[src/sv/cc_pkg.sv]
// Shared types and constants for the calendar clock.
// Holds the transaction payloads, the time-of-day record and the calendar limits.
// Depends on nothing; every other file of the block but cc_cfg_if imports it.
`default_nettype none

package cc_pkg;

  // Item function codes.
  localparam logic FUNC_TICK = 1'b0;
  localparam logic FUNC_SET  = 1'b1;

  // Field widths.
  localparam int unsigned YEAR_W  = 14;
  localparam int unsigned MONTH_W = 4;
  localparam int unsigned DAY_W   = 5;
  localparam int unsigned WDAY_W  = 3;
  localparam int unsigned HOUR_W  = 5;
  localparam int unsigned MIN_W   = 6;
  localparam int unsigned SEC_W   = 6;
  localparam int unsigned MOD_W   = 11;
  localparam int unsigned SOD_W   = 17;
  localparam int unsigned DATE_W  = 28;

  // Calendar limits and scales.
  localparam int unsigned SEC_PER_MIN      = 60;
  localparam int unsigned MIN_PER_HOUR     = 60;
  localparam int unsigned HOUR_PER_DAY     = 24;
  localparam int unsigned MAX_SECOND       = 59;
  localparam int unsigned MAX_MINUTE       = 59;
  localparam int unsigned MAX_DAY          = 31;
  localparam int unsigned MAX_MONTH        = 12;
  localparam int unsigned MAX_WEEKDAY      = 7;
  localparam int unsigned HALF_MINUTE      = 30;
  localparam int unsigned DATE_YEAR_SCALE  = 10000;
  localparam int unsigned DATE_MONTH_SCALE = 100;

  // Reset time of day.
  localparam int unsigned RESET_WEEKDAY = 1;
  localparam int unsigned RESET_HOUR    = 8;

  // Input transaction: a tick or a set-time command.
  typedef struct packed {
    logic               func;
    logic [YEAR_W-1:0]  set_year;
    logic [3:0]         set_month;
    logic [5:0]         set_day;
    logic [3:0]         set_weekday;
    logic [4:0]         set_hour;
    logic [5:0]         set_minute;
    logic [5:0]         set_second;
  } req_t;

  // Current calendar and time of day.
  typedef struct packed {
    logic [YEAR_W-1:0]  year;
    logic [MONTH_W-1:0] month;
    logic [DAY_W-1:0]   day;
    logic [WDAY_W-1:0]  weekday;
    logic [HOUR_W-1:0]  hour;
    logic [MIN_W-1:0]   minute;
    logic [SEC_W-1:0]   second;
  } clock_state_t;

  // Handover from the time core to the formatter.
  typedef struct packed {
    clock_state_t tm;
    logic         redisplay;
    logic         check_reserve;
  } stage_t;

  // Result transaction.
  typedef struct packed {
    logic [YEAR_W-1:0]  year_out;
    logic [MONTH_W-1:0] month_out;
    logic [DAY_W-1:0]   day_out;
    logic [WDAY_W-1:0]  weekday_out;
    logic [HOUR_W-1:0]  hour_out;
    logic [MIN_W-1:0]   minute_out;
    logic [SEC_W-1:0]   second_out;
    logic [MOD_W-1:0]   minute_of_day;
    logic [SOD_W-1:0]   second_of_day;
    logic [DATE_W-1:0]  date_code;
    logic               redisplay;
    logic               check_reserve;
  } rsp_t;

endpackage

`default_nettype wire

[src/sv/cc_req_if.sv]
// Input channel of the calendar clock: valid/ready with a tick or set payload.
// Depends on cc_pkg for the payload type.
`default_nettype none

interface cc_req_if;
  import cc_pkg::*;

  logic valid;
  logic ready;
  req_t data;

  modport source (output valid, output data, input ready);
  modport sink (input valid, input data, output ready);
endinterface

`default_nettype wire

[src/sv/cc_rsp_if.sv]
// Result channel of the calendar clock: valid/ready with the formatted time.
// Depends on cc_pkg for the payload type.
`default_nettype none

interface cc_rsp_if;
  import cc_pkg::*;

  logic valid;
  logic ready;
  rsp_t data;

  modport source (output valid, output data, input ready);
  modport sink (input valid, input data, output ready);
endinterface

`default_nettype wire

[src/sv/cc_cfg_if.sv]
// Configuration write channel of the calendar clock: carries the hold bit.
// Depends on nothing.
`default_nettype none

interface cc_cfg_if;
  logic valid;
  logic ready;
  logic data;

  modport source (output valid, output data, input ready);
  modport sink (input valid, input data, output ready);
endinterface

`default_nettype wire

[src/sv/cc_time_core.sv]
// Time-keeping core: holds the clock state, one tick or set per unstalled cycle.
// Depends on cc_pkg, cc_req_if and cc_cfg_if.
`default_nettype none

module cc_time_core (
  input  logic            clk,
  input  logic            rst,
  cc_cfg_if.sink          cfg,
  cc_req_if.sink          req,
  output logic            stg_valid,
  output cc_pkg::stage_t  stg,
  input  logic            stg_ready
);
  import cc_pkg::*;

  logic         hold_clock;
  clock_state_t cur;
  clock_state_t cur_next;
  clock_state_t tick_state;
  logic         redisplay;
  logic         redisplay_next;
  logic         check_reserve;
  logic         check_next;
  logic         accept;
  logic         tick_roll;
  logic         tick_check;

  // Leap-year detection: divisibility by 100 via a reciprocal multiply on year/4.
  logic [11:0] year_q4;
  logic [24:0] recip_prod;
  logic [7:0]  cent_q;
  logic [11:0] cent_rem;
  logic        div4;
  logic        div100;
  logic        div400;
  logic        leap;
  logic [DAY_W-1:0] month_days;

  // Carry chain signals.
  logic [SEC_W:0]   sec_inc;
  logic [MIN_W:0]   min_inc;
  logic [HOUR_W:0]  hour_inc;
  logic [WDAY_W:0]  wday_inc;
  logic [DAY_W:0]   day_inc;
  logic [MONTH_W:0] month_inc;
  logic carry_sec;
  logic carry_min;
  logic carry_hour;
  logic carry_month;
  logic carry_year;

  // The configuration register is always writable.
  assign cfg.ready = 1'b1;

  always_ff @(posedge clk) begin
    if (rst) begin
      hold_clock <= 1'b0;
    end else if (cfg.valid) begin
      hold_clock <= cfg.data;
    end
  end

  // A new transaction enters whenever the handover stage is free or draining.
  assign req.ready = !stg_valid || stg_ready;
  assign accept    = req.valid && req.ready;

  // Gregorian leap rule; year zero counts as a leap year.
  always_comb begin
    div4       = (cur.year[1:0] == 2'b00);
    year_q4    = cur.year[YEAR_W-1:2];
    recip_prod = 25'(year_q4) * 25'd5243;
    cent_q     = recip_prod[24:17];
    cent_rem   = year_q4 - 12'(cent_q) * 12'd25;
    div100     = div4 && (cent_rem == 12'd0);
    div400     = div100 && (cent_q[1:0] == 2'b00);
    leap       = (div4 && !div100) || div400;
  end

  // Length of the current month; month zero counts as thirty days.
  always_comb begin
    case (cur.month)
      4'd2:    month_days = leap ? 5'd29 : 5'd28;
      4'd1, 4'd3, 4'd5, 4'd7, 4'd8, 4'd10, 4'd12:
               month_days = 5'd31;
      default: month_days = 5'd30;
    endcase
  end

  // One-second advance, carrying into minute, hour, weekday, day, month and year.
  always_comb begin
    tick_state  = cur;
    sec_inc     = {1'b0, cur.second} + 7'd1;
    carry_sec   = (sec_inc >= 7'(SEC_PER_MIN));
    min_inc     = {1'b0, cur.minute} + {{MIN_W{1'b0}}, carry_sec};
    carry_min   = (min_inc >= 7'(MIN_PER_HOUR));
    hour_inc    = {1'b0, cur.hour} + {{HOUR_W{1'b0}}, carry_min};
    carry_hour  = (hour_inc >= 6'(HOUR_PER_DAY));
    wday_inc    = {1'b0, cur.weekday} + 4'd1;
    day_inc     = {1'b0, cur.day} + 6'd1;
    carry_month = (day_inc > {1'b0, month_days});
    month_inc   = {1'b0, cur.month} + 5'd1;
    carry_year  = (month_inc > 5'(MAX_MONTH));

    tick_state.second = carry_sec ? '0 : sec_inc[SEC_W-1:0];
    tick_state.minute = carry_min ? '0 : min_inc[MIN_W-1:0];
    tick_state.hour   = carry_hour ? '0 : hour_inc[HOUR_W-1:0];
    if (carry_hour) begin
      tick_state.weekday = (wday_inc > 4'(MAX_WEEKDAY)) ? 3'd1 : wday_inc[WDAY_W-1:0];
      tick_state.day     = carry_month ? 5'd1 : day_inc[DAY_W-1:0];
      if (carry_month) begin
        tick_state.month = carry_year ? 4'd1 : month_inc[MONTH_W-1:0];
        if (carry_year) begin
          tick_state.year = cur.year + 14'd1;
        end
      end
    end

    // Any rollover starts with the seconds wrapping.
    tick_roll  = carry_sec;
    tick_check = (tick_state.second == 6'd0) || (tick_state.second == 6'(HALF_MINUTE));
  end

  // Choose between a set, an unheld tick and a held tick.
  always_comb begin
    cur_next       = cur;
    redisplay_next = 1'b0;
    check_next     = 1'b0;
    if (req.data.func == FUNC_SET) begin
      cur_next.year    = req.data.set_year;
      cur_next.month   = (req.data.set_month > 4'(MAX_MONTH)) ?
                         4'(MAX_MONTH) : req.data.set_month;
      cur_next.day     = (req.data.set_day > 6'(MAX_DAY)) ?
                         5'(MAX_DAY) : req.data.set_day[DAY_W-1:0];
      cur_next.weekday = (req.data.set_weekday > 4'(MAX_WEEKDAY)) ?
                         3'(MAX_WEEKDAY) : req.data.set_weekday[WDAY_W-1:0];
      cur_next.hour    = (req.data.set_hour >= 5'(HOUR_PER_DAY)) ?
                         req.data.set_hour - 5'(HOUR_PER_DAY) : req.data.set_hour;
      cur_next.minute  = (req.data.set_minute > 6'(MAX_MINUTE)) ?
                         6'(MAX_MINUTE) : req.data.set_minute;
      cur_next.second  = (req.data.set_second > 6'(MAX_SECOND)) ?
                         6'(MAX_SECOND) : req.data.set_second;
      redisplay_next   = 1'b1;
    end else if (!hold_clock) begin
      cur_next       = tick_state;
      redisplay_next = tick_roll;
      check_next     = tick_check;
    end
  end

  // Clock state, flags and handover valid.
  always_ff @(posedge clk) begin
    if (rst) begin
      cur.year    <= '0;
      cur.month   <= '0;
      cur.day     <= '0;
      cur.weekday <= WDAY_W'(RESET_WEEKDAY);
      cur.hour    <= HOUR_W'(RESET_HOUR);
      cur.minute  <= '0;
      cur.second  <= '0;
      stg_valid   <= 1'b0;
    end else begin
      if (accept) begin
        cur           <= cur_next;
        redisplay     <= redisplay_next;
        check_reserve <= check_next;
      end
      if (req.ready) begin
        stg_valid <= accept;
      end
    end
  end

  // The state register doubles as the handover payload: it only moves on entry.
  assign stg.tm            = cur;
  assign stg.redisplay     = redisplay;
  assign stg.check_reserve = check_reserve;

  // A held tick changes nothing and flags nothing.
  a_hold_freezes: assert property (@(posedge clk) disable iff (rst)
    accept && (req.data.func == FUNC_TICK) && hold_clock |=>
      $stable(cur) && !redisplay && !check_reserve)
    else $error("held tick altered the clock");

  // A stalled handover keeps its transaction and the state under it.
  a_stall_holds: assert property (@(posedge clk) disable iff (rst)
    stg_valid && !stg_ready |=> stg_valid && $stable(cur))
    else $error("clock state moved under a stalled transaction");

  // The time of day never leaves its range.
  a_time_range: assert property (@(posedge clk) disable iff (rst)
    (cur.second <= 6'(MAX_SECOND)) && (cur.minute <= 6'(MAX_MINUTE)) &&
    (cur.hour < 5'(HOUR_PER_DAY)))
    else $error("time of day out of range");

  // A redisplay after a tick means the seconds have just wrapped.
  a_roll_at_zero: assert property (@(posedge clk) disable iff (rst)
    accept && (req.data.func == FUNC_TICK) |=> !redisplay || (cur.second == 6'd0))
    else $error("redisplay on a tick without a minute rollover");

endmodule

`default_nettype wire

[src/sv/cc_format.sv]
// Result formatter: derives the day counts and date code and holds the result register.
// Depends on cc_pkg and cc_rsp_if.
`default_nettype none

module cc_format (
  input  logic            clk,
  input  logic            rst,
  input  logic            stg_valid,
  input  cc_pkg::stage_t  stg,
  output logic            stg_ready,
  cc_rsp_if.source        rsp
);
  import cc_pkg::*;

  logic [MOD_W-1:0]  minute_of_day;
  logic [SOD_W-1:0]  second_of_day;
  logic [DATE_W-1:0] date_code;

  // The result register takes a new transaction when empty or being drained.
  assign stg_ready = !rsp.valid || rsp.ready;

  // Derived counts from the handed-over time.
  always_comb begin
    minute_of_day = MOD_W'(stg.tm.hour) * MOD_W'(MIN_PER_HOUR) + MOD_W'(stg.tm.minute);
    second_of_day = SOD_W'(minute_of_day) * SOD_W'(SEC_PER_MIN) + SOD_W'(stg.tm.second);
    date_code     = DATE_W'(stg.tm.year) * DATE_W'(DATE_YEAR_SCALE) +
                    DATE_W'(stg.tm.month) * DATE_W'(DATE_MONTH_SCALE) +
                    DATE_W'(stg.tm.day);
  end

  // Result register.
  always_ff @(posedge clk) begin
    if (rst) begin
      rsp.valid <= 1'b0;
    end else if (stg_ready) begin
      rsp.valid <= stg_valid;
    end
    if (stg_ready && stg_valid) begin
      rsp.data.year_out      <= stg.tm.year;
      rsp.data.month_out     <= stg.tm.month;
      rsp.data.day_out       <= stg.tm.day;
      rsp.data.weekday_out   <= stg.tm.weekday;
      rsp.data.hour_out      <= stg.tm.hour;
      rsp.data.minute_out    <= stg.tm.minute;
      rsp.data.second_out    <= stg.tm.second;
      rsp.data.minute_of_day <= minute_of_day;
      rsp.data.second_of_day <= second_of_day;
      rsp.data.date_code     <= date_code;
      rsp.data.redisplay     <= stg.redisplay;
      rsp.data.check_reserve <= stg.check_reserve;
    end
  end

endmodule

`default_nettype wire

[src/sv/calendar_clock.sv]
// Calendar clock top level: one time core feeding one result formatter.
// Depends on cc_pkg, the three channel interfaces, cc_time_core and cc_format.
//
// Use: each transaction on req is either a one-second tick (func = 0) or a
// set-time command (func = 1) with its set fields; every transaction yields
// exactly one transaction on rsp carrying the time after it, the minute and
// second of the day, the packed date code and the redisplay and reserve flags.
// The cfg channel writes the hold bit, which freezes ticks; it is always ready
// and the user must write it only while no transaction is in flight; the
// block itself does not enforce this. The result passes through the
// clock-state register and then the result register before it shows on rsp.
// One transaction is accepted per cycle while results are taken: the state
// update is a single carry chain after the clock-state register, and the
// derived counts and the year-times-ten-thousand product go from that
// register into the result register.
// Reset sets the clock to year 0, month 0, day 0, weekday 1, 08:00:00, clears
// the hold bit and empties both stages. When the receiver stalls, the result
// register and the handover stage each hold one transaction and req.ready
// falls until the result is taken.
`default_nettype none

module calendar_clock (
  input  logic   clk,
  input  logic   rst,
  cc_cfg_if.sink cfg,
  cc_req_if.sink req,
  cc_rsp_if.source rsp
);
  import cc_pkg::*;

  logic   stg_valid;
  logic   stg_ready;
  stage_t stg;

  // State update and hold register.
  cc_time_core u_core (
    .clk       (clk),
    .rst       (rst),
    .cfg       (cfg),
    .req       (req),
    .stg_valid (stg_valid),
    .stg       (stg),
    .stg_ready (stg_ready)
  );

  // Derived fields and result register.
  cc_format u_format (
    .clk       (clk),
    .rst       (rst),
    .stg_valid (stg_valid),
    .stg       (stg),
    .stg_ready (stg_ready),
    .rsp       (rsp)
  );

endmodule

`default_nettype wire

[src/flat_wrapper.sv]
// flat-port wrapper written by rule: the top's interface ports become plain ports
module calendar_clock_flat import cc_pkg::*;
  (clk, rst, cfg_valid, cfg_data, cfg_ready, req_valid, req_data, req_ready, rsp_valid, rsp_data, rsp_ready);
  cc_cfg_if cfg_i ();
  cc_req_if req_i ();
  cc_rsp_if rsp_i ();
  input  logic clk;
  input  logic rst;
  input wire logic [$bits(cfg_i.valid)-1:0] cfg_valid;
  input wire logic [$bits(cfg_i.data)-1:0] cfg_data;
  output wire logic [$bits(cfg_i.ready)-1:0] cfg_ready;
  input wire logic [$bits(req_i.valid)-1:0] req_valid;
  input wire logic [$bits(req_i.data)-1:0] req_data;
  output wire logic [$bits(req_i.ready)-1:0] req_ready;
  output wire logic [$bits(rsp_i.valid)-1:0] rsp_valid;
  output wire logic [$bits(rsp_i.data)-1:0] rsp_data;
  input wire logic [$bits(rsp_i.ready)-1:0] rsp_ready;
  assign cfg_i.valid = cfg_valid;
  assign cfg_i.data = cfg_data;
  assign cfg_ready = cfg_i.ready;
  assign req_i.valid = req_valid;
  assign req_i.data = req_data;
  assign req_ready = req_i.ready;
  assign rsp_valid = rsp_i.valid;
  assign rsp_data = rsp_i.data;
  assign rsp_i.ready = rsp_ready;
  calendar_clock u_core (.clk(clk), .rst(rst), .cfg(cfg_i), .req(req_i), .rsp(rsp_i));
endmodule
[config.mk]
export PLATFORM = sky130hd
export DESIGN_NAME = calendar_clock_flat
export DESIGN_NICKNAME = d
export VERILOG_FILES = /design/src/sv/cc_pkg.sv /design/src/sv/cc_req_if.sv /design/src/sv/cc_rsp_if.sv /design/src/sv/cc_cfg_if.sv /design/src/sv/cc_time_core.sv /design/src/sv/cc_format.sv /design/src/sv/calendar_clock.sv /design/src/flat_wrapper.sv
export SDC_FILE = /design/constraint.sdc
export NUM_CORES = 1
export LEC_CHECK = 0
export BUFFER_PORTS_ARGS = -buffer_cell sky130_fd_sc_hd__buf_4
export CAP_MARGIN = 20
export CORE_MARGIN = 4
export CORE_UTILIZATION = 45
export DETAILED_ROUTE_END_ITERATION = 10
export GPL_TIMING_DRIVEN = 0
export PLACE_DENSITY_LB_ADDON = 0.08
export SYNTH_ARGS = -nofsm -noshare
export SYNTH_HDL_FRONTEND = slang
export SYNTH_HIERARCHICAL = 1
export SYNTH_SLANG_ARGS = --single-unit
[constraint.sdc]
create_clock -name clk -period 26.1 [get_ports clk]
set_input_delay 3.915 -clock clk [delete_from_list [all_inputs] [get_ports clk]]
set_output_delay 3.915 -clock clk [all_outputs]
set_load 0.02 [all_outputs]
== Word level (Yosys, flattened, before mapping) ==
Index checks and enable logic that the tools add are counted.

* Bits in registers: 149
* Latch bits: 0
* Memory bits (writable): 0
* Bits in read-only memories: 0
* Output and inout port bits: 104
* Logic and storage cells: 112
* Memories: 0

* Add/subtract/negate cells: 13
* Multipliers: 6
* Divide/modulo/power cells: 0
* $lt $le $gt $ge: 12
* Equal/unequal tests: 10
* Shifts and indexed selects: 0
* Multiplexer cells: 20
* Bitwise gates (word level): 1
* Reductions and logical operators: 26

{| class="wikitable"
|+ Operators by type and width
! cell !! count
|-
| $mux 43 || 2
|-
| $add 28x11->28 || 1
|-
| $add 28x5->28 || 1
|-
| $mux 26 || 1
|-
| $mul 12x13->25 const B || 1
|-
| $mul 14x10->24 const B || 1
|-
| $mux 6 || 4
|-
| $mux 5 || 4
|-
| $mux 18 || 1
|-
| $add 17x6->17 || 1
|-
| $mul 11x4->15 const B || 1
|-
| $add 14x1->14 const B || 1
|-
| $ge 7x6->1 const B || 2
|-
| $mux 14 || 1
|-
| $eq 4x4->1 const B || 3
|-
| $gt 6x6->1 const B || 2
|-
| $logic_not 12->1 || 1
|-
| $mul 8x5->12 const B || 1
|-
| $sub 12x12->12 || 1
|-
| $add 11x6->11 || 1
|-
| $mul 4x5->9 const B || 1
|-
| $mul 5x4->9 const B || 1
|-
| $eq 4x2->1 const B || 2
|-
| $eq 4x3->1 const B || 2
|-
| other kinds (34) || 51
|}

== Logic depth before layout (Yosys ltp) ==
Gate-level depths: netlist of run 1.

* Word-level depth: 15
* Mapped depth: 44
* Mapped depth without buffers: 43

== Cells and area by module ==
The synthesis of run 1 kept the hierarchy.

{| class="wikitable"
|+ Modules (own cells, without submodules)
! module !! times used !! cells each !! area an instance (um^2)
|-
| cc_format || 1 || 791 || 8648.3
|-
| cc_time_core || 1 || 826 || 6771.5
|}

== Least setup slack after synthesis of run 1 ==
Ideal clock, no wire load.

* Path type: flip-flop to flip-flop
* From: reg u_core.u_core.cur, in the netlist u_core/u_core/stg[39]
* To: reg u_core.u_core.cur, in the netlist u_core/u_core/stg[41]
* Library setup time: 0.128 ns
* Arrival time: 9.837 ns
* Required time: 25.972 ns
* Setup slack: 16.135 ns
* Stages on the path, launching flop included: 41
* Buffers on the path: 1
* Period minus slack after synthesis: 9.965 ns
* Cells stage by stage: dfxtp_1 -> inv_1 -> fa_1 -> fa_1 -> fa_1 -> inv_1 -> fa_1 -> inv_1 -> fa_1 -> inv_1 -> ha_1 -> nand2_1 -> nor4_2 -> nand4_1 -> a41oi_1 -> o21a_1 -> o31a_1 -> nor2_1 -> [... 5 more ...] -> ha_1 -> a21oi_1 -> o21bai_1 -> a21oi_1 -> mux2_2 -> nor4_1 -> a21o_1 -> a41oi_2 -> ha_1 -> nand2_1 -> o2111ai_1 -> o21ai_1 -> a41oi_1 -> nor3_1 -> clkbuf_1 -> o21ai_0 -> a21oi_1 -> nor2_1

* Longest elaborated chain between the ends: 13
* Elaborated cells on any way between the ends: 21
* Classes of those cells: add/sub (2); mul (2); order compare (1); mux (7); reduce/logical (9)

{| class="wikitable"
|+ RTL lines
! what !! RTL line !! RTL
|-
| start: declaration || cc_time_core.sv:17 || <nowiki>clock_state_t cur;</nowiki>
|-
| start signal: assignment || cc_time_core.sv:163 || <nowiki>cur <= cur_next;</nowiki>
|-
| $mul 12x13->25 || cc_time_core.sv:71 || <nowiki>recip_prod = 25'(year_q4) * 25'd5243;</nowiki>
|-
| $mul 8x5->12 || cc_time_core.sv:73 || <nowiki>cent_rem = year_q4 - 12'(cent_q) * 12'd25;</nowiki>
|-
| $sub 12x12->12 || cc_time_core.sv:73 ||
|-
| $logic_not 12->1 || cc_time_core.sv:74 || <nowiki>div100 = div4 && (cent_rem == 12'd0);</nowiki>
|-
| $logic_and 1x1->1 || cc_time_core.sv:74 ||
|-
| $logic_not 1->1 || cc_time_core.sv:76 || <nowiki>leap = (div4 && !div100) || div400;</nowiki>
|-
| $logic_and 1x1->1 || cc_time_core.sv:76 ||
|-
| $logic_or 1x1->1 || cc_time_core.sv:76 ||
|-
| $mux 1 || cc_time_core.sv:82 || <nowiki>4'd2: month_days = leap ? 5'd29 : 5'd28;</nowiki>
|-
| $pmux 2 s2 || cc_time_core.sv:81 || <nowiki>case (cur.month)</nowiki>
|-
| $gt 6x5->1 || cc_time_core.sv:100 || <nowiki>carry_month = (day_inc > {1'b0, month_days});</nowiki>
|-
| $reduce_bool 2->1 (no line) || - ||
|-
| $reduce_and 5->1 (no line) || - ||
|}

Parallel ways exist; a longest one is shown, timed or not. The select of a mux whose other input is x is not followed.
A chain may end at the register's enable or synchronous reset.

== Worst setup path after layout of run 1 ==
* From: reg u_core.u_core.cur, in the netlist u_core/u_core/stg[41]
* To: reg u_core.u_core.cur, in the netlist u_core/u_core/stg[41]

The elaborated chain is that of the path after synthesis.

==> run_results.csv, run 1 <==
group,metric,value,unit
yosys,synth-seq-cells,143,
placed_design,port_bufs,154,
yosys,synth_edf_count,97,
floorplanning,dieHeight,193,um
grt,wire_length_of_the_first_global_routing_pass,59900,um
yosys,synth.top_cell.area_share,20.9,%
critical_path,worst_r2r_src,"u_core/u_core/stg[41]$_SDFFE_PP0P_",
route,vias,11835,
finish,layout.area.seq,0.00383,mm2
critical_path,setup.worst_path.class,"flop to flop",
critical_path,worst-path-max-fanout,14,
yosys,syn-mean-instance-area,9.54,um2
critical_path,cp_data_required_time,26.39,ns
yosys,async_flop_share,0,%
route,antenna_left,0,
yosys,post_synthesis_instance_area,0.0154,mm2
route,finalWirelength,37500,um
floorplanning,die-area,0.0373,mm2
route,via_per_inst,5.26,
clocking,post_cts_buffers,0,
clocking,root_buffer,"clkbuf_16",
critical_path,crit_family,"adder cells",
sta,final_min_period_over_clock_period,46.6,%
grt,grt_start_max_net_pins,66,
sta,timing_worst_slew_pin_value,1.08,ns
sta,max_slew_margin,27.9,%
critical_path,crit_path_top_delay_cell,"dfxtp_1",
clocking,clk_latency,0.43,ns
yosys,synth_cell_type_count,97,
placed_design,pre_cts_slack,14.03,ns
finish,syn2layout_area_growth,15.2,%
clocking,cts_repair_resize_count,0,
placed_design,weighted_congestion_at_the_end_of_routability_driven_global_placement,0.868,
yosys,synth-warning-count,6,
floorplanning,die_x,193,um
status,outcome,"complete, no violations",
sta,timing.hold.ws,0.463,ns
route,drt_iter0_markers,672,
route,drcViolationCount,0,
sta,final.setup_skew,0.0118,ns
yosys,synth_largest_area_cell,"ha_1",
route,drt-pass1-iter-count,5,
finish,insertedDiodeCount,0,
critical_path,critical_path.n_buffers_inverters,6,
clocking,tritoncts,"done",
critical_path,timing.critical_path.slowest_cell_delay,0.96,ns
sta,count_of_endpoints_failing_setup_in_the_final_report,0,
finish,drive_gt1_share,13.1,%
clocking,hold_buffers,0,
floorplanning,start_util,45.8,%
yosys,post_synth_main_area_contributors,"ha_1, edfxtp_1, fa_1",
sta,totalNegativeSetupSlack,0,ns
critical_path,crit_path_frequent_cell,"fa_1",
power_and_ir_drop,vdd.ir_drop.worst,0.129,mV
yosys,synth_fp_nets,2038,
placed_design,place.detailed.hpwl,30200,um
clocking,max-clock-path-buffers,2,
clocking,cts_sink_cnt,143,
hold_path,timing.hold.worst.start,"u_core/u_core/stg_valid$_SDFFE_PP0N_",
flow_run,max-cap-violations,0,
sta,final_critical_path_setup_slack,13.94,ns
finish,nets,2212,
critical_path,worst-endpoint-arrival,12.44,ns
floorplanning,num_io_pins,156,
floorplanning,placeableCoreArea,0.0337,mm2
critical_path,critical_path_depth,40,
sta,rsz0062_at_grt,"no",
critical_path,end_kind,"flop",
finish,layout.filler_cells,3192,
grt,grtUsageTotal,20.3,%
critical_path,worst_setup_path_startpoint,"u_core/u_core/stg[41]$_SDFFE_PP0P_",
power_and_ir_drop,leakagePower,8.84,nW
grt,grt_overflow,0,
critical_path,ff2ff_path_depth,40,
critical_path,timing.critical_path.from_type,"flop",
hold_path,min_path_cells,2,
hold_path,min-delay-path-class,"flop to flop",
power_and_ir_drop,totalPowerFinal,1.36,mW
grt,antenna_found_initial,0,
sta,hold_viol,0,
floorplanning,placement_rows,67,
clocking,clk_pin_slew,0.06,ns
finish,multiInputGateArea,0.0103,mm2
yosys,ys_seq_area_share,24.9,%
sta,report.final.slew_viol_count,0,
clocking,cts_htree_levels,4,
yosys,synthFlopType,"edfxtp_1",
sta,period_needed,12.16,ns
route,wire_per_inst,16.6,um
sta,fmax,82.3,MHz
clocking,cts-buffers-inserted,17,
grt,via_count_of_the_first_global_routing_pass,11388,
power_and_ir_drop,power_per_cell_area,76.7,mW/mm2
yosys,synthCells,1617,
==> placed cells by master (no fill, tap or decap), types with 27 or more instances in the layout <==
cell type and n:
a21oi_1 89, buf_4 163, nor2_1 92, fa_1 112, edfxtp_1 97, ha_1 257, o21ai_0 60, dfxtp_1 46
nor3_1 30, inv_1 298, a21o_1 27, clkbuf_1 28, nand3_1 43, nand2_1 80, xnor2_1 64, xor2_1 29
==> Yosys cell counts (5+ instances only) <==
cell / count
o21ai_1: 7
dfxtp_1: 46
nand2_1: 80
nand3_1: 43
a221oi_1: 5
a22oi_1: 12
a31oi_1: 6
a211o_1: 6
o21a_1: 14
a211oi_1: 8
nand4_1: 8
nand3b_1: 5
inv_1: 298
xnor2_1: 64
clkbuf_1: 25
o31ai_1: 7
fa_1: 112
o21ai_0: 60
nor2b_1: 15
buf_4: 9
and3_1: 12
o211ai_1: 7
nand2b_1: 12
xor2_1: 29
a311oi_1: 5
nor4_1: 6
edfxtp_1: 97
ha_1: 257
buf_2: 6
and2_1: 7
or3_1: 7
nor2_1: 92
a21oi_1: 89
mux2i_1: 6
a21o_1: 27
nor3_1: 30
o21bai_1: 7
==> cells by family after synthesis <==
family / Yosys count / share of synthesized area [%]
other: 1 / 0.0243
XOR/XNOR: 95 / 5.53
multiplexers: 8 / 0.536
flip-flops: 143 / 24.9
AND/OR/NAND/NOR: 345 / 11.3
adder cells (fa/ha/maj): 370 / 35.5
AO/OA/AOI/OAI: 313 / 13.7
buffers and inverters: 342 / 8.60
==> final timing paths <==
check             slack, ns                                endpoint
setup reg to reg      13.94      u_core/u_core/stg[41]$_SDFFE_PP0P_
hold reg to reg        0.46  u_core/u_format/rsp.valid$_SDFFE_PP0N_
hold / removal         0.46  u_core/u_format/rsp.valid$_SDFFE_PP0N_
setup / recovery      13.94      u_core/u_core/stg[41]$_SDFFE_PP0P_
==> tightest hold or removal path: stages, from the launching register on <==
cell	delay (ns)
dfxtp_1	0.32
inv_1	0.05
a21oi_1	0.05
==> per-layer routing <==
layer  track usage (%)  vias to the layer above  share of wire (%)
li1                  -                     5871                  -
met1              30.0                     5645                 49
met2              31.5                      279                 44
met3              2.88                       40                5.5
met4              5.58                        0                2.0
met5                 0                        -                  0
==> area by class of cell <==
type                    instances  share of cell area, %
plain buffers                  44                   1.17
clock buffers                  20                   2.46
clock inverters                12                  0.902
inverters                     298                   6.30
multi-input cells            1132                   57.8
flip-flops and latches        143                   21.6
well taps                     448                   3.16
repair buffers                155                   6.66
==> state kept, by name, summed over array words and instances, names as in the netlist <==
name / cells
u_core/u_format/rsp.data: 95
u_core/u_core/stg: 43
u_core/u_core/check_reserve: 1
u_core/u_core/hold_clock: 1
u_core/u_core/redisplay: 1
u_core/u_core/stg_valid: 1
u_core/u_format/rsp.valid: 1
==> metrics by stage <==
stage | cells | cell area, um2 | util (%)
after floorplan | 1617 | 15400 | -
after global placement | 2219 | 17100 | 50.9
after detailed placement | 2220 | 17200 | 50.9
after CTS | 2252 | 17800 | 52.7
after global routing | 2252 | 17800 | 52.7
final | 2252 | 17800 | 52.7
==> where the power goes <==
group,internal (mW),switching [mW]
combinational,0.350,0.452
clock,0.151,0.0978
sequential,0.297,0.0143
Note: power is estimated with default switching activity, not from simulation.
==> inputs of run 2 (changes only) <==
- clock period: 26.1 -> 10 ns (I/O delays scaled with it)
==> run 2 against run 1 <==
  * Critical path depth is 1 lower
  * Core utilization is 1.8 points higher
  * First-iteration DRC count is 9.1% higher
  * Die area stayed put
  * Critical path type unchanged
==> run_results.csv, run 2 (synthesis gave the netlist of run 1 again) <==
group,metric,value,unit
status,outcome,"complete, no violations",
critical_path,critical_path.n_buffers_inverters,4,
floorplanning,die-area,0.0373,mm2
finish,top_register,"u_core/u_format/rsp.data",
critical_path,r2r_end,"u_core/u_core/stg[31]$_SDFFE_PP0P_",
floorplanning,placeableCoreArea,0.0337,mm2
route,dr_wl_met2,17100,um
placed_design,weighted_congestion_at_the_end_of_routability_driven_global_placement,0.868,
finish,most-common-layout-cells,"inv_1, ha_1, buf_4",
floorplanning,start_util,45.8,%
placed_design,place.detailed.hpwl,30200,um
clocking,cts-buffers-inserted,17,
clocking,max-clock-path-buffers,2,
clocking,hold_buffers,0,
route,wire_per_inst,17.1,um
sta,fmax,101,MHz
sta,final_min_period_over_clock_period,99.4,%
finish,mostFrequentLayoutCell,"inv_1",
finish,layout.area.seq,0.00387,mm2
power_and_ir_drop,power_per_cell_area,196,mW/mm2
sta,final.setup_skew,0.0128,ns
finish,largest_register_ff_count,95,
route,vias,12096,
critical_path,worst-endpoint-arrival,10.28,ns
clocking,tritoncts,"done",
route,via_per_inst,5.28,
critical_path,crit_path_frequent_cell,"fa_1",
sta,count_of_endpoints_failing_setup_in_the_final_report,0,
floorplanning,num_io_pins,156,
clocking,cts_htree_levels,4,
power_and_ir_drop,leakagePower,9.11,nW
finish,multiInputGateArea,0.0105,mm2
critical_path,ff2ff_path_depth,39,
grt,grt_start_max_net_pins,66,
critical_path,end_kind,"flop",
hold_path,timing.hold.worst.start,"u_core/u_core/stg_valid$_SDFFE_PP0N_",
power_and_ir_drop,vdd.ir_drop.worst,0.338,mV
sta,timing.hold.ws,0.462,ns
floorplanning,dieHeight,193,um
critical_path,timing.critical_path.slowest_cell_delay,0.53,ns
grt,wire_length_of_the_first_global_routing_pass,61600,um
critical_path,crit_family,"adder cells",
sta,hold_viol,0,
finish,syn2layout_area_growth,19.1,%
critical_path,worst-path-max-fanout,5,
grt,antenna_found_initial,0,
grt,via_count_of_the_first_global_routing_pass,11637,
critical_path,cp_data_required_time,10.34,ns
route,antenna_left,0,
sta,period_needed,9.94,ns
grt,grtUsageTotal,21.0,%
floorplanning,die_x,193,um
route,met3_wirelength,2360,um
sta,totalNegativeSetupSlack,0,ns
sta,max_slew_margin,33.7,%
hold_path,min_path_cells,2,
clocking,clk_pin_slew,0.06,ns
finish,nets,2249,
route,drt_iter0_markers,733,
hold_path,min-delay-path-class,"flop to flop",
floorplanning,placement_rows,67,
critical_path,timing.critical_path.from_type,"flop",
route,finalWirelength,39100,um
route,drcViolationCount,0,
sta,report.final.slew_viol_count,0,
finish,fin_util,54.5,%
critical_path,worst_r2r_src,"u_core/u_core/stg[38]$_SDFFE_PP0P_",
power_and_ir_drop,totalPowerFinal,3.60,mW
critical_path,setup.reg_to_reg.worst_slack,0.06,ns
route,routedLengthMet1,18700,um
finish,drive_gt1_share,17.9,%
critical_path,setup.worst_path.class,"flop to flop",
sta,rsz0062_at_grt,"yes",
route,drt-pass1-iter-count,5,
route,highest_layer,"met4",
clocking,cts_sink_cnt,143,
finish,insertedDiodeCount,0,
finish,layout.filler_cells,3156,
grt,grt_overflow,0,
sta,timing_worst_slew_pin_value,0.992,ns
clocking,root_buffer,"clkbuf_16",
critical_path,crit_path_top_delay_cell,"fa_1",
clocking,clk_latency,0.43,ns
hold_path,whs_endpoint,"u_core/u_format/rsp.valid$_SDFFE_PP0N_",
placed_design,port_bufs,154,
flow_run,max-cap-violations,0,
==> run 2: cell count changes in the layout (fill, tap and decap cells not counted), moves of 4 or more <==
cell     before  now
buf_4       163  198
dfxtp_1      46   35
dfxtp_4       0    9
ha_1        257  251
ha_4          0    4
inv_1       298  289
inv_2         0    6
o21ai_0      60   56
==> run 2: worst max path at each step <==
stage | from | endpoint | cells after the start
after detailed placement | u_core/u_core/stg[41]$_SDFFE_PP0P_ | u_core/u_core/stg[41]$_SDFFE_PP0P_ | 40
after floorplan | u_core/u_core/stg[39]$_SDFFE_PP0P_ | u_core/u_core/stg[41]$_SDFFE_PP0P_ | 40
after global placement | u_core/u_core/stg[41]$_SDFFE_PP0P_ | u_core/u_core/stg[41]$_SDFFE_PP0P_ | 40
after CTS | u_core/u_core/stg[39]$_SDFFE_PP0P_ | u_core/u_core/stg[30]$_SDFFE_PP0P_ | 39
final | u_core/u_core/stg[38]$_SDFFE_PP0P_ | u_core/u_core/stg[31]$_SDFFE_PP0P_ | 39
after global routing | u_core/u_core/stg[41]$_SDFFE_PP0P_ | u_core/u_core/stg[31]$_SDFFE_PP0P_ | 40
==> run 2: worst register-to-register path: cells and delay by family (launching register included) <==
kind	cells	cell delay, ns
fa+ha+maj	11	4.48
flops	1	0.37
simple gates	8	1.69
xor+xnor	1	0.21
compound gates	15	2.80
buf+inv	4	0.30
==> run 2: timing repair <==
item	CTS	global route
gates resized for setup	43	42
pin swaps	17	35
setup endpoints to repair	23	23
buffers inserted	30	7
==> run 2: layout make-up <==
cell class,count,share of cell area [%]
multi-input cells,1132,57.2
flip-flops and latches,143,21.1
repair buffers,192,8.00
inverters,298,6.15
well taps,448,3.05
clock buffers,20,2.38
plain buffers,44,1.25
clock inverters,12,0.872
==> run 2: routing by layer <==
layer  track usage [%]  vias up
li1                  -     5959
met1              30.4     5786
met2              32.4      299
met3              3.80       52
met4              6.02        0
met5                 0        -
==> run 2: through the flow <==
step / std cells / setup WS [ns] / area (um2)
finish: 2289 / 0.0640 / 18400
global route: 2289 / -0.346 / 18400
CTS: 2282 / 0.0182 / 18100
detailed placement: 2220 / -2.07 / 17200
global placement: 2219 / -2.05 / 17100
floorplan: 1617 / 0.0350 / 15400
==> run 2: power breakdown <==
part | internal (mW) | switching [mW] | leakage (nW)
Combinational | 0.935 | 1.20 | 7.53
Clock | 0.395 | 0.256 | 0.279
Sequential | 0.774 | 0.0349 | 1.31
==> inputs of run 3 (changes only) <==
- ABC_AREA: default -> 1
- SETUP_SLACK_MARGIN: default -> 0.2
==> run 3 against run 2 <==
  * Setup slack better by 0.57 ns
  * Critical path depth up 9
  * Via count up 4.4%
  * Largest cell class unchanged
  * Synthesized cell count up 17%
  * Area after synthesis up 3.2%
  * Cell count up 12%
  * Sequential share of layout area down 0.48 points
  * Critical path type unchanged
==> run_results.csv, run 3 <==
group,metric,value,unit
finish,most-common-layout-cells,"inv_1, nand2_1, ha_1",
placed_design,place.detailed.hpwl,31200,um
grt,wire_length_of_the_first_global_routing_pass,62000,um
sta,fmax,107,MHz
grt,grtUsageTotal,19.9,%
route,via_per_inst,4.92,
finish,post_layout_nonfiller_instances,2564,
grt,grt_start_max_net_pins,30,
yosys,ys_seq_area_share,24.1,%
sta,report.final.slew_viol_count,0,
route,drt-pass1-iter-count,5,
critical_path,crit_path_top_delay_cell,"fa_2",
floorplanning,start_util,45.9,%
yosys,synthFlopType,"edfxtp_1",
yosys,yosysMostFrequentCell,"inv_1",
placed_design,pre_cts_slack,-0.502,ns
yosys,synth-seq-cells,143,
clocking,cts_sink_cnt,143,
sta,timing.hold.ws,0.513,ns
yosys,async_flop_share,0,%
flow_run,max-cap-violations,0,
clocking,cts-buffers-inserted,17,
clocking,cts_htree_levels,4,
clocking,tritoncts,"done",
sta,final.setup_skew,0.0150,ns
finish,nets,2517,
sta,hold_viol,0,
critical_path,end_kind,"flop",
critical_path,timing.critical_path.from_type,"flop",
status,outcome,"complete, no violations",
finish,insertedDiodeCount,0,
placed_design,weighted_congestion_at_the_end_of_routability_driven_global_placement,0.857,
critical_path,setup.worst_path.class,"flop to flop",
hold_path,min-delay-path-class,"flop to flop",
yosys,synth_fp_nets,2308,
critical_path,worst-endpoint-arrival,9.68,ns
yosys,post_synthesis_instance_area,0.0159,mm2
yosys,synth-warning-count,6,
route,drcViolationCount,0,
finish,syn2layout_area_growth,18.1,%
clocking,root_buffer,"clkbuf_16",
yosys,synth_cell_type_count,60,
critical_path,cp_data_required_time,10.32,ns
yosys,leading_cell_types_by_count_after_synthesis,"inv_1, nand2_1, ha_1",
floorplanning,placeableCoreArea,0.0347,mm2
floorplanning,die_x,196,um
route,wire_per_inst,15.0,um
sta,period_needed,9.36,ns
sta,timing_worst_slew_pin_value,1.07,ns
sta,final_critical_path_setup_slack,0.637,ns
sta,final_min_period_over_clock_period,93.6,%
floorplanning,dieHeight,196,um
finish,mostFrequentLayoutCell,"inv_1",
finish,top_register,"u_core/u_format/rsp.data",
route,finalWirelength,38400,um
yosys,syn-mean-instance-area,8.44,um2
floorplanning,num_io_pins,156,
power_and_ir_drop,leakagePower,9.80,nW
grt,antenna_found_initial,0,
placed_design,port_bufs,154,
power_and_ir_drop,power_per_cell_area,222,mW/mm2
floorplanning,die-area,0.0384,mm2
route,vias,12625,
power_and_ir_drop,vdd.ir_drop.worst,0.518,mV
sta,rsz0062_at_grt,"no",
sta,count_of_endpoints_failing_setup_in_the_final_report,0,
yosys,synth_edf_count,97,
critical_path,worst-path-max-fanout,6,
yosys,synth_largest_area_cell,"ha_1",
finish,largest_register_ff_count,95,
route,drt_iter0_markers,544,
finish,drive_gt1_share,17.6,%
placed_design,dp.cells,2499,
clocking,clk_latency,0.43,ns
yosys,post_synth_main_area_contributors,"ha_1, edfxtp_1, fa_1",
clocking,clk_pin_slew,0.07,ns
sta,max_slew_margin,28.7,%
floorplanning,placement_rows,68,
grt,grt_overflow,0,
yosys,synth.top_cell.area_share,20.2,%
critical_path,crit_path_frequent_cell,"nand2_1",
route,antenna_left,0,
yosys,synthCells,1887,
clocking,max-clock-path-buffers,2,
grt,via_count_of_the_first_global_routing_pass,12076,
critical_path,timing.critical_path.slowest_cell_delay,0.59,ns
## run 3: changes by cell type after synthesis, sizes merged, moves of 13 or more
cell    before  now
inv        298  412
xnor2       65   26
nor3        31   16
nor2b       16    0
nand3       43   97
a21oi       91  106
a31oi        6   20
a21o        28    4
clkbuf      26   13
and3        17    0
xor2        29   59
nand2       80  364
## run 3: routing by layer
| metal | GRT usage, % | wire (um) |
|---|---|---|
| met1 | 29.4 | 19000 |
| met4 | 5.79 | 807 |
| met5 | 0 | 0 |
| met2 | 30.7 | 16800 |
| met3 | 2.66 | 1820 |
## run 3: layout make-up
class                   instances  area (um2)
inverters                     413        1570
well taps                     455         569
flip-flops and latches        143        3870
fillers                      3330       15900
multi-input cells            1305       10600
repair buffers                190        1470
plain buffers                  26         148
clock inverters                10        97.6
clock buffers                  22         475
## run 3: power by group
group / internal, mW / switching (mW) / leakage, nW
Sequential: 0.791 / 0.0409 / 1.32
Clock: 0.367 / 0.268 / 0.285
Combinational: 1.02 / 1.69 / 8.20
Total: 2.18 / 2.00 / 9.80
## run 3: worst max-delay path, delay by kind of cell, from the launching register on
family	cells	cell delay (ns)
AOI/OAI and AO/OA	9	1.36
buffers and inverters	8	0.57
adders and majority gates	11	4.73
xor gates and xnor gates	2	0.30
and+or+nand+nor	18	1.87
DFF	1	0.37
## run 3: path summary, 6_finish.rpt
path	endpoint	startpoint	slack, ns	depth (start not counted)
max	u_core/u_core/stg[41]$_SDFFE_PP0P_	u_core/u_core/stg[40]$_SDFFE_PP0P_	0.64	48
max reg2reg	u_core/u_core/stg[41]$_SDFFE_PP0P_	u_core/u_core/stg[40]$_SDFFE_PP0P_	0.64	48
min reg2reg	u_core/u_format/rsp.data[1]$_DFFE_PP_	u_core/u_core/redisplay$_SDFFCE_PP1P_	0.51	1
min	u_core/u_format/rsp.data[1]$_DFFE_PP_	u_core/u_core/redisplay$_SDFFCE_PP1P_	0.51	1
## run 3: repair_timing
action	in CTS	in global routing
setup buffers	4	28
endpoints found under the setup margin	23	23
cloned	0	1
hold buffers	0	0
gates resized for setup	15	49
pin swaps	1	22
## run 3: cell families (layout without fill, tap and decap cells)
| family | Yosys count | count (layout) | share of synthesized area (%) |
|---|---|---|---|
| and+or+nand+nor | 621 | 621 | 17.7 |
| buffers and inverters | 439 | 661 | 10.7 |
| adders and majority gates | 369 | 369 | 34.3 |
| AOI/OAI and AO/OA | 229 | 229 | 8.26 |
| DFF | 143 | 143 | 24.1 |
| xor gates and xnor gates | 85 | 85 | 5.01 |
| other | 1 | 1 | 0.0236 |
## run 3: through the flow
stage                     cell area (um2)  TNS [ns]  power, mW  util, %
after floorplan                     15900         0       2.99        -
after global placement              17600     -8.45       3.49     50.8
after detailed placement            17700     -8.32       3.52     51.0
after CTS                           18300         0       4.17     52.8
after global routing                18800         0       4.64     54.1
final                               18800         0       4.18     54.1
